--- config.mk ---
export PLATFORM = sky130hd
export DESIGN_NAME = rapid_trigger_touch_qualifier_flat
export DESIGN_NICKNAME = d
export VERILOG_FILES = /design/src/rtl/rttq_pkg.sv /design/src/rtl/rttq_if.sv /design/src/rtl/rapid_trigger_touch_qualifier.sv /design/src/rtl/rttq_track.sv /design/src/flat_wrapper.sv
export VERILOG_INCLUDE_DIRS = /design/src /design/src/rtl
export SDC_FILE = /design/constraint.sdc
export NUM_CORES = 2
export LEC_CHECK = 0
export ABC_AREA = 1
export BUFFER_PORTS_ARGS = -buffer_cell sky130_fd_sc_hd__buf_4
export CORE_MARGIN = 2
export CORE_UTILIZATION = 45
export CTS_CLUSTER_SIZE = 20
export DETAILED_ROUTE_END_ITERATION = 16
export GPL_TIMING_DRIVEN = 0
export PLACE_DENSITY = 0.64
export SLEW_MARGIN = 25
export SYNTH_ARGS = -nofsm -noshare
export SYNTH_HDL_FRONTEND = slang
export SYNTH_SLANG_ARGS = --single-unit
--- constraint.sdc ---
create_clock -name clk -period 10.6 [get_ports clk]
set_input_delay 0.53 -clock clk [delete_from_list [all_inputs] [get_ports clk]]
set_output_delay 0.53 -clock clk [all_outputs]
set_load 0.1 [all_outputs]
--- src/rtl/rapid_trigger_touch_qualifier_assert.svh ---
// assertion macros for the rapid trigger touch qualifier
`ifndef RAPID_TRIGGER_TOUCH_QUALIFIER_ASSERT_SVH
`define RAPID_TRIGGER_TOUCH_QUALIFIER_ASSERT_SVH

// checked on every edge outside reset
`define RTTQ_ASSERT(name, prop) \
  name: assert property (@(posedge clk) disable iff (rst) prop) \
    else $error("rttq assertion failed");

// checked on every edge, reset included
`define RTTQ_ASSERT_ALWAYS(name, prop) \
  name: assert property (@(posedge clk) prop) \
    else $error("rttq assertion failed");

`endif

--- src/rtl/rttq_pkg.sv ---
// shared constants and types of the rapid trigger touch qualifier
package rttq_pkg;

  localparam int CHANNELS  = 16;
  localparam int TIME_BITS = 32;

  localparam int CH_W      = 4;
  localparam int CH_IDX_W  = (CHANNELS > 1) ? $clog2(CHANNELS) : 1;
  localparam int BASE_W    = 16;
  localparam int TIME_IN_W = 32;
  localparam int DEV_W     = 18;
  localparam int CFG_W     = 16;
  localparam int CFG_IDX_W = 1;
  localparam int PROD_W    = 2 * BASE_W;

  // floor(p / 1000) = (p * RECIP) >> RECIP_SHIFT for every 32-bit p
  localparam int RECIP_SHIFT = 41;
  localparam logic [PROD_W-1:0] RECIP = 32'd2199023256;
  localparam int RPROD_W = 2 * PROD_W;

  localparam logic [CFG_W-1:0] THRESHOLD_RESET = 16'd100;
  localparam logic [CFG_W-1:0] WINDOW_RESET    = 16'd50;

  typedef enum logic [CFG_IDX_W-1:0] {
    CFG_THRESHOLD_PERMILLE = 1'b0,
    CFG_WINDOW_MS          = 1'b1
  } cfg_idx_t;

  typedef logic [TIME_BITS-1:0]    time_t;
  typedef logic signed [DEV_W-1:0] dev_t;

  typedef struct packed {
    logic             active;
    logic             check;
    logic [DEV_W-1:0] diff;
  } track_res_t;

endpackage

--- src/rtl/rttq_if.sv ---
// sample and result channel interfaces
interface rttq_sample_if import rttq_pkg::*; ();
  logic                 valid;
  logic                 ready;
  logic [CH_W-1:0]      channel;
  logic                 touched;
  logic [BASE_W-1:0]    baseline;
  logic [BASE_W-1:0]    raw_count;
  logic [TIME_IN_W-1:0] time_ms;

  modport source (output valid, channel, touched, baseline, raw_count, time_ms,
                  input ready);
  modport sink (input valid, channel, touched, baseline, raw_count, time_ms,
                output ready);
endinterface

interface rttq_result_if import rttq_pkg::*; ();
  logic            valid;
  logic            ready;
  logic            pressed;
  logic [CH_W-1:0] out_channel;

  modport source (output valid, pressed, out_channel, input ready);
  modport sink (input valid, pressed, out_channel, output ready);
endinterface

--- src/rtl/rapid_trigger_touch_qualifier.sv ---
// rapid trigger touch qualifier top level
// One result per sample, in sample order, registered through these stages:
// an input register that also holds the baseline times permille product,
// a stage that updates the per-channel peak and trough (read and written in
// the same cycle, so back-to-back samples of one channel see each other)
// and divides the product by 1000 through a reciprocal multiply, and an
// output register that applies the threshold. One sample can be accepted
// every cycle; a stalled result only holds the stages behind it once they
// are full. Configuration is written through cfg_we/cfg_index/cfg_data.
module rapid_trigger_touch_qualifier import rttq_pkg::*; (
  input  logic                 clk,
  input  logic                 rst,
  rttq_sample_if.sink          sample,
  rttq_result_if.source        result,
  input  logic                 cfg_we,
  input  logic [CFG_IDX_W-1:0] cfg_index,
  input  logic [CFG_W-1:0]     cfg_data
);

`include "rapid_trigger_touch_qualifier_assert.svh"

  logic [CFG_W-1:0] threshold_permille;
  logic [CFG_W-1:0] window_ms;

  logic              s1_valid;
  logic [CH_W-1:0]   s1_channel;
  logic              s1_touched;
  dev_t              s1_dev;
  time_t             s1_now;
  logic [PROD_W-1:0] s1_prod;

  logic              s2_valid;
  logic [CH_W-1:0]   s2_channel;
  track_res_t        s2_res;
  logic [BASE_W-1:0] s2_quot;

  logic            out_valid;
  logic            out_pressed;
  logic [CH_W-1:0] out_channel;

  logic s1_free, s1_move, s2_free, s2_move, out_free, in_fire;
  track_res_t         trk_res;
  logic [RPROD_W-1:0] recip_prod;
  logic               released;

  assign out_free     = !out_valid || result.ready;
  assign s2_move      = s2_valid && out_free;
  assign s2_free      = !s2_valid || out_free;
  assign s1_move      = s1_valid && s2_free;
  assign s1_free      = !s1_valid || s2_free;
  assign sample.ready = s1_free;
  assign in_fire      = sample.valid && s1_free;

  assign result.valid       = out_valid;
  assign result.pressed     = out_pressed;
  assign result.out_channel = out_channel;

  always_ff @(posedge clk) begin
    if (rst) begin
      threshold_permille <= THRESHOLD_RESET;
      window_ms          <= WINDOW_RESET;
    end else if (cfg_we) begin
      unique case (cfg_idx_t'(cfg_index))
        CFG_THRESHOLD_PERMILLE: threshold_permille <= cfg_data;
        CFG_WINDOW_MS:          window_ms          <= cfg_data;
      endcase
    end
  end

  rttq_track u_track (
    .clk       (clk),
    .rst       (rst),
    .upd       (s1_move),
    .channel   (s1_channel),
    .touched   (s1_touched),
    .dev       (s1_dev),
    .now       (s1_now),
    .window_ms (window_ms),
    .res       (trk_res)
  );

  assign recip_prod = RPROD_W'(s1_prod) * RPROD_W'(RECIP);
  assign released   = s2_res.check && (s2_res.diff > DEV_W'(s2_quot));

  always_ff @(posedge clk) begin
    if (rst) begin
      s1_valid  <= 1'b0;
      s2_valid  <= 1'b0;
      out_valid <= 1'b0;
    end else begin
      if (s1_free) begin
        s1_valid <= sample.valid;
      end
      if (s2_free) begin
        s2_valid <= s1_valid;
      end
      if (out_free) begin
        out_valid <= s2_valid;
      end
    end
  end

  always_ff @(posedge clk) begin
    if (in_fire) begin
      s1_channel <= sample.channel;
      s1_touched <= sample.touched;
      s1_dev     <= $signed(DEV_W'(sample.raw_count)) - $signed(DEV_W'(sample.baseline));
      s1_now     <= TIME_BITS'(sample.time_ms);
      s1_prod    <= PROD_W'(sample.baseline) * PROD_W'(threshold_permille);
    end
    if (s1_move) begin
      s2_channel <= s1_channel;
      s2_res     <= trk_res;
      s2_quot    <= recip_prod[RECIP_SHIFT +: BASE_W];
    end
    if (s2_move) begin
      out_channel <= s2_channel;
      out_pressed <= s2_res.active && !released;
    end
  end

  `RTTQ_ASSERT(a_load_s1, sample.valid && sample.ready |=> s1_valid)
  `RTTQ_ASSERT(a_idle_not_pressed, s2_move && !s2_res.active |=> !out_pressed)
  `RTTQ_ASSERT(a_empty_ready, !s1_valid |-> sample.ready)
  `RTTQ_ASSERT_ALWAYS(a_reset_empty, rst |=> !out_valid && !s1_valid && !s2_valid)

endmodule

--- src/rtl/rttq_track.sv ---
// per-channel peak and trough tracking with release check
module rttq_track import rttq_pkg::*; (
  input  logic             clk,
  input  logic             rst,
  input  logic             upd,
  input  logic [CH_W-1:0]  channel,
  input  logic             touched,
  input  dev_t             dev,
  input  time_t            now,
  input  logic [CFG_W-1:0] window_ms,
  output track_res_t       res
);

  dev_t  peak_value   [CHANNELS];
  dev_t  trough_value [CHANNELS];
  time_t peak_time    [CHANNELS];
  time_t trough_time  [CHANNELS];
  logic [CHANNELS-1:0] rearm_pending;

  logic                in_range;
  logic [CH_IDX_W-1:0] idx;
  logic                rearm;
  dev_t                cur_pv, cur_tv, new_pv, new_tv;
  time_t               cur_pt, cur_tt, age_pt, age_tt, age_h, age_l, window;
  logic                upd_p, upd_t;
  logic signed [DEV_W:0] diff;

  assign in_range = {1'b0, channel} < (CH_W + 1)'(CHANNELS);
  assign idx      = channel[CH_IDX_W-1:0];
  assign window   = TIME_BITS'(window_ms);

  always_comb begin
    rearm  = rearm_pending[idx];
    cur_pv = rearm ? dev : peak_value[idx];
    cur_tv = rearm ? dev : trough_value[idx];
    cur_pt = rearm ? now : peak_time[idx];
    cur_tt = rearm ? now : trough_time[idx];
    age_pt = now - cur_pt;
    age_tt = now - cur_tt;
    upd_p  = (age_pt > window) || (dev > cur_pv);
    upd_t  = (age_tt > window) || (dev < cur_tv);
    new_pv = upd_p ? dev : cur_pv;
    new_tv = upd_t ? dev : cur_tv;
    age_h  = upd_p ? '0 : age_pt;
    age_l  = upd_t ? '0 : age_tt;
    if (age_h > age_l) begin
      diff = (DEV_W + 1)'(new_pv) - (DEV_W + 1)'(new_tv);
    end else begin
      diff = (DEV_W + 1)'(new_tv) - (DEV_W + 1)'(new_pv);
    end
    res.active = in_range && touched;
    res.check  = in_range && touched && (age_h != age_l) && (diff > 0);
    res.diff   = diff[DEV_W-1:0];
  end

  always_ff @(posedge clk) begin
    if (rst) begin
      rearm_pending <= '1;
    end else if (upd && in_range) begin
      rearm_pending[idx] <= !touched;
    end
  end

  always_ff @(posedge clk) begin
    if (upd && in_range && touched) begin
      peak_value[idx]   <= new_pv;
      trough_value[idx] <= new_tv;
      peak_time[idx]    <= upd_p ? now : cur_pt;
      trough_time[idx]  <= upd_t ? now : cur_tt;
    end
  end

endmodule

--- src/flat_wrapper.sv ---
// flat-port wrapper written by rule: the top's interface ports become plain ports
module rapid_trigger_touch_qualifier_flat import rttq_pkg::*;
  (clk, rst, cfg_we, cfg_index, cfg_data, sample_valid, sample_channel, sample_touched, sample_baseline, sample_raw_count, sample_time_ms, sample_ready, result_valid, result_pressed, result_out_channel, result_ready);
  rttq_sample_if sample_i ();
  rttq_result_if result_i ();
  input  logic clk;
  input  logic rst;
  input  logic cfg_we;
  input  logic [CFG_IDX_W-1:0] cfg_index;
  input  logic [CFG_W-1:0] cfg_data;
  input wire logic [$bits(sample_i.valid)-1:0] sample_valid;
  input wire logic [$bits(sample_i.channel)-1:0] sample_channel;
  input wire logic [$bits(sample_i.touched)-1:0] sample_touched;
  input wire logic [$bits(sample_i.baseline)-1:0] sample_baseline;
  input wire logic [$bits(sample_i.raw_count)-1:0] sample_raw_count;
  input wire logic [$bits(sample_i.time_ms)-1:0] sample_time_ms;
  output wire logic [$bits(sample_i.ready)-1:0] sample_ready;
  output wire logic [$bits(result_i.valid)-1:0] result_valid;
  output wire logic [$bits(result_i.pressed)-1:0] result_pressed;
  output wire logic [$bits(result_i.out_channel)-1:0] result_out_channel;
  input wire logic [$bits(result_i.ready)-1:0] result_ready;
  assign sample_i.valid = sample_valid;
  assign sample_i.channel = sample_channel;
  assign sample_i.touched = sample_touched;
  assign sample_i.baseline = sample_baseline;
  assign sample_i.raw_count = sample_raw_count;
  assign sample_i.time_ms = sample_time_ms;
  assign sample_ready = sample_i.ready;
  assign result_valid = result_i.valid;
  assign result_pressed = result_i.pressed;
  assign result_out_channel = result_i.out_channel;
  assign result_i.ready = result_ready;
  rapid_trigger_touch_qualifier u_core (.clk(clk), .rst(rst), .sample(sample_i), .result(result_i), .cfg_we(cfg_we), .cfg_index(cfg_index), .cfg_data(cfg_data));
endmodule
======== Yosys cells after proc, flatten, opt, wreduce, memory -nomap -nowiden ========
Memory sizes are Yosys's and may differ from the RTL's. A register that Yosys moved wholly into a read port is not among the register bits.
Cells that the tools add are included.
W data, S select, Z words.
storage, ports and cells
  output and inout port bits .............. 7
  memories kept ........................... 4
  logic and storage cells ................. 83
  register bits after elaboration ......... 183
  RAM bits ................................ 1600
operators by class
  $mul .................................... 2
  bitwise logic cells ..................... 1
  equality and inequality tests ........... 1
  add/sub/neg operators ................... 5
  magnitude comparators ................... 9
  reductions and logical operators ........ 21
  muxes and demuxes ....................... 22
memories
  memory                       words  width  read ports  clocked after Yosys merged registers in  write ports  line              source
  u_core.u_track.peak_time     16     32     1           1                                        1            rttq_track.sv:16  time_t peak_time [CHANNELS];
  u_core.u_track.trough_time   16     32     1           1                                        1            rttq_track.sv:17  time_t trough_time [CHANNELS];
  u_core.u_track.peak_value    16     18     1           1                                        1            rttq_track.sv:14  dev_t peak_value [CHANNELS];
  u_core.u_track.trough_value  16     18     1           1                                        1            rttq_track.sv:15  dev_t trough_value [CHANNELS];
operators by type and width
  cell                      count
  $mux W32                  6
  $mux W18                  4
  $gt A32 B16 Y1            2
  $sub A32 B32 Y32          2
  $mul A32 B29 Y54 const B  1
  $sub A18 B18 Y19          2
  $gt A32 B32 Y1            1
  $mul A16 B16 Y32          1
  $ne A32 B32 Y1            1
  $gt A19 B1 Y1 const B     1
  $mux W19                  1
  $gt A18 B16 Y1            1
  $gt A18 B18 Y1            1
  $lt A18 B18 Y1            1
  $sub A16 B16 Y17          1
  $bwmux W16                1
  $mux W4                   4
  $logic_and A1 B1 Y1       9
  $logic_not A1 Y1          5
  $logic_or A1 B1 Y1        5
  $lt A4 B5 Y1 const B      1
  $bmux W1 S4               1
  $demux W1 S4              1
  $ge A4 B1 Y1 const B      1
  3 further kinds           7

======== Depth between registers and ports, before layout ========
  depth after elaboration ................. 11
  depth in mapped cells ................... 59
  depth with buffers taken out ............ 55

======== Cells and area by module ========
From an unflattened synthesis, not the netlist that was laid out.
unflattened totals
  cells, all modules ...................... 9579
  area total of the unflattened synthesis .. 102356.9 µm²
modules (own cells, without submodules)
  module                         seq. area each (µm²)  area each (µm²)  cells each  times used
  rttq_track                     48366.4               71189.5          5855        1
  rapid_trigger_touch_qualifier  4634.4                31167.4          3724        1

======== Least setup slack after synthesis ========
Ideal clock, no wire load.
  path kind ............................... reg-to-reg
  from .................................... register u_core.out_valid (netlist: u_core.result.valid)
  to ...................................... memory u_core.u_track.peak_time[15][0] (netlist name), enable pin
  setup time .............................. 806 ps
  cell stages (with the launch flop) ...... 6
  required time ........................... 9794 ps
  period minus slack after synthesis ...... 11351 ps
  data arrival time ....................... 10545 ps
  slack ................................... -751 ps
  cell sequence ........................... dfxtp_1 > nand2_1 > nor2_1 > inv_1 > nand2_1 > nor4_1
on the way
  cells in the longest elaborated chain, start to end .. 7
RTL lines
  element                   line                                 source
  start: declaration        rapid_trigger_touch_qualifier.sv:37  logic out_valid;
  start signal: assignment  rapid_trigger_touch_qualifier.sv:98  out_valid <= s2_valid;
  $logic_not A1 Y1          rapid_trigger_touch_qualifier.sv:46  assign out_free = !out_valid || result.ready;
  $logic_or A1 B1 Y1        rapid_trigger_touch_qualifier.sv:46
  $logic_or A1 B1 Y1        rapid_trigger_touch_qualifier.sv:48  assign s2_free = !s2_valid || out_free;
  $logic_and A1 B1 Y1       rapid_trigger_touch_qualifier.sv:49  assign s1_move = s1_valid && s2_free;
  $logic_and A1 B1 Y1       rttq_track.sv:65                     if (upd && in_range && touched) begin
  $mux W1                   rttq_track.sv:65
  $mux W1                   rttq_track.sv:68                     peak_time[idx] <= upd_p ? now : cur_pt;
  end: declaration          rttq_track.sv:16
Every way passes these cells.

==> results.md <==
* Gr usage total at a little under a third
* Max-Slew Margin vs Limit at approximately 26%
* Crit. End Element: flop
* Vias per cell at 5.92
* CTS root buf: clkbuf_16
* Die boundary height at 484 um
* Core Footprint at 229000 um^2
* Sequential fraction of the synthesis area at 51.3%
* Num rows at 176
* Area of the multi-input gates at 43800 um^2
* CTS Buf Count at 183
* R2r setup slk at 0.27 ns
* Final Skew at 0.0554 ns
* Critical path arrival at 10.95 ns
* Yosys top cell area share at 50.2%
* H-tree levels at 4
* Slew Limit Fails at 0
* FMAX at 96.8 MHz
* Largest net degree at the start of global routing at 66
* Layout area overhead at 13.6%
* Max cap viols at 0
* Most numerous cell in the Yosys netlist: edfxtp_1
* Post-route ant nets at 0
* Register cell area after layout at between 50000 and 60000 um^2
* Sink Count at 1786
* Ys Warns at 0
* DR iter-0 viols at ~11k
* Drt first pass iters at 9
* FF+latch count, synth at 1786
* Post-synthesis cell count at ~9.9k
* CP top delay family: simple AND/OR/NAND/NOR gates
* FILL cells at about 20k
* Port Buffers at 83
* Total negative setup slack at 0 ns
* Post-DP HPWL at about 280000 um
* Reg clk slew, reported paths at 0.06 ns
* Max stage delay cell, worst path: inv_1
* GPL Wtd Cong at 1.01
* Core Util, Final at 51.3%
* Vias at 80.4k
* Worst-Margin Slew at 1.11 ns
* R2r endpoint: u_core.s2_res[18]
* Main flop type after synthesis: edfxtp_1
* Startpoint types: flop
* Origin of the worst min-delay path: sample_valid
* Final min period at 10.33 ns
* Final hold vios at 0
* Total grt overflow at 0
* Largest area contributor in the netlist: edfxtp_1
* Crit path kind: flop to flop
* Die W at 484 um
* Final worst-path cycle share at 97.4%
* Initial antenna violation count at 18
* Most frequent CP cell: nand2_1
* Wire per inst at 27.2 um
* Avg Cell Area, Syn at roughly 10 um^2
* First-pass GRT wire length at between 500000 and 600000 um
* Clk buf depth at 3
* CP Depth at 51
* Initial core utilization at 45.1%
* Async set-reset flop share out of synthesis at 0%
* Final net count at approximately 12k
* Status: completed
* Hold Path Class: input port to flop
* Min-Delay Endpoint: u_core.s1_valid
* Fraction of layout cells with a size suffix above 1 at 7.31%
* Area contributors post-synth: edfxtp_1, fa_1, ha_1
* Crit path buf inv count at 12
* Slowest stage delay, CP at 0.54 ns
* Post-synth top cells: edfxtp_1, nand2_1, inv_1, nor2_1, o21ai_0
* Final wirelength at about 370000 um
* CP Max Fanout at 17
* Worst-Skew Late Latency at 0.87 ns
* Worst-case reg-to-reg path depth at a little over 50
* Die area at 234000 um^2
* Vias in the first global route at 78.2k
* DRC violations left at 0
* Min-Delay Path Depth at 3
* Critical Path RT at 11.22 ns
* Final Setup Violations at 0
* EDFF count, synth at 1731
* CTS tree: yes
* I/O pin cnt at slightly below 100
* Synthesized area at 104000 um^2
* Synth cell types at a little over 50
[placed cells by master (no fill, tap or decap), drive strengths merged, types with 23 or more instances in the layout]
cell type / count
nand3: 221
o221ai: 276
a21oi: 288
a31oi: 47
nand2: 1541
fa: 495
o21ai: 988
xor2: 87
o22ai: 118
dlygate4sd3: 55
nor2: 1106
o211ai: 131
clkinvlp: 23
inv: 1305
nor3: 38
buf: 347
clkbuf: 571
conb: 32
xnor2: 38
ha: 695
clkinv: 100
edfxtp: 1731
dfxtp: 55
nand4: 152
[per-stage QoR]
step / hold slack, ns / instance area (um^2) / instances / setup WS [ns]
6_report: 0.119 / 118000 / 13600 / 0.273
4_1_cts: 0.103 / 117000 / 13600 / 0.0774
3_5_place_dp: 0.408 / 111000 / 13200 / -0.716
5_1_grt: 0.135 / 118000 / 13600 / -0.0555
3_3_place_gp: 0.430 / 108000 / 13100 / -5.25
2_1_floorplan: 0.400 / 104000 / 9942 / 3.52
[worst max-delay path by stage]
stage,to,slack (ns)
floorplan,u_core.u_track.peak_time[15][0],3.52
global placement,u_core.u_track.rearm_pending[15],-5.25
detailed placement,u_core.s2_res[18],-0.72
CTS,u_core.s2_res[18],0.08
global route,u_core.s2_res[18],-0.06
finish,u_core.s2_res[18],0.27
[worst min-delay path: cells and delay by family]
kind / cells / cell delay [ns]
buf+inv: 1 / 0.08
simple gates: 1 / 0.14
compound gates: 1 / 0.16
[metal layers]
| layer | routed length [um] | global-route usage, % | vias up | share of wire [%] |
|---|---|---|---|---|
| met5 | 111 | 0 | - | 0.030 |
| met4 | 18500 | 13.4 | 16 | 5.0 |
| met3 | 43400 | 7.18 | 863 | 12 |
| met2 | 160000 | 46.8 | 5007 | 43 |
| met1 | 148000 | 43.2 | 39400 | 40 |
| li1 | - | - | 35100 | - |
[cells by family (layout without fill, tap and decap cells)]
logic type               Yosys count  in the layout  share of synthesized area [%]
AND/OR/NAND/NOR                 3090           3090                           12.0
AO/OA/AOI/OAI                   1911           1911                           10.9
buffers and inverters           1808           2413                           6.75
flip-flops                      1786           1786                           51.3
adder cells (fa/ha/maj)         1190           1190                           18.0
XOR/XNOR                         125            125                           1.06
other                              2             41                        0.00725
[state kept, by name, summed over array words and instances (netlist names), named ones only]
signal	count
u_core.s2_res	20
u_core.u_track.peak_time	512
u_core.result.valid	1
u_core.s1_prod	32
u_core.result.out_channel	4
u_core.window_ms	16
u_core.s2_valid	1
u_core.s2_channel	4
u_core.s1_channel	4
u_core.s1_valid	1
u_core.threshold_permille	16
u_core.u_track.trough_value	288
u_core.s1_dev	17
u_core.result.pressed	1
u_core.u_track.rearm_pending	16
u_core.u_track.peak_value	288
u_core.s2_quot	16
u_core.s1_touched	1
u_core.s1_now	32
u_core.u_track.trough_time	512
[timing repair]
action | CTS | global route
hold buffers | 55 | 0
setup endpoints to repair | 10 | 16
pin swaps | 1 | 0
gates resized for setup | 16 | 42
hold endpoints to repair | 65 | 0
setup buffers | 2 | 15
gates cloned | 0 | 0
[final cells by class]
type / count / share of cell area [%]
clock inverters: 116 / 0.925
inverters: 1322 / 4.27
repair buffers: 283 / 3.48
clock buffers: 211 / 4.02
multi-input cells: 6348 / 37.2
diodes: 9 / 0.0191
flip-flops and latches: 1786 / 45.1
well taps: 3026 / 3.22
plain buffers: 481 / 1.75
Power is left out: the tool's default activity adds up to more than one toggle a clock period on the data nets, which glitch-free logic cannot reach.
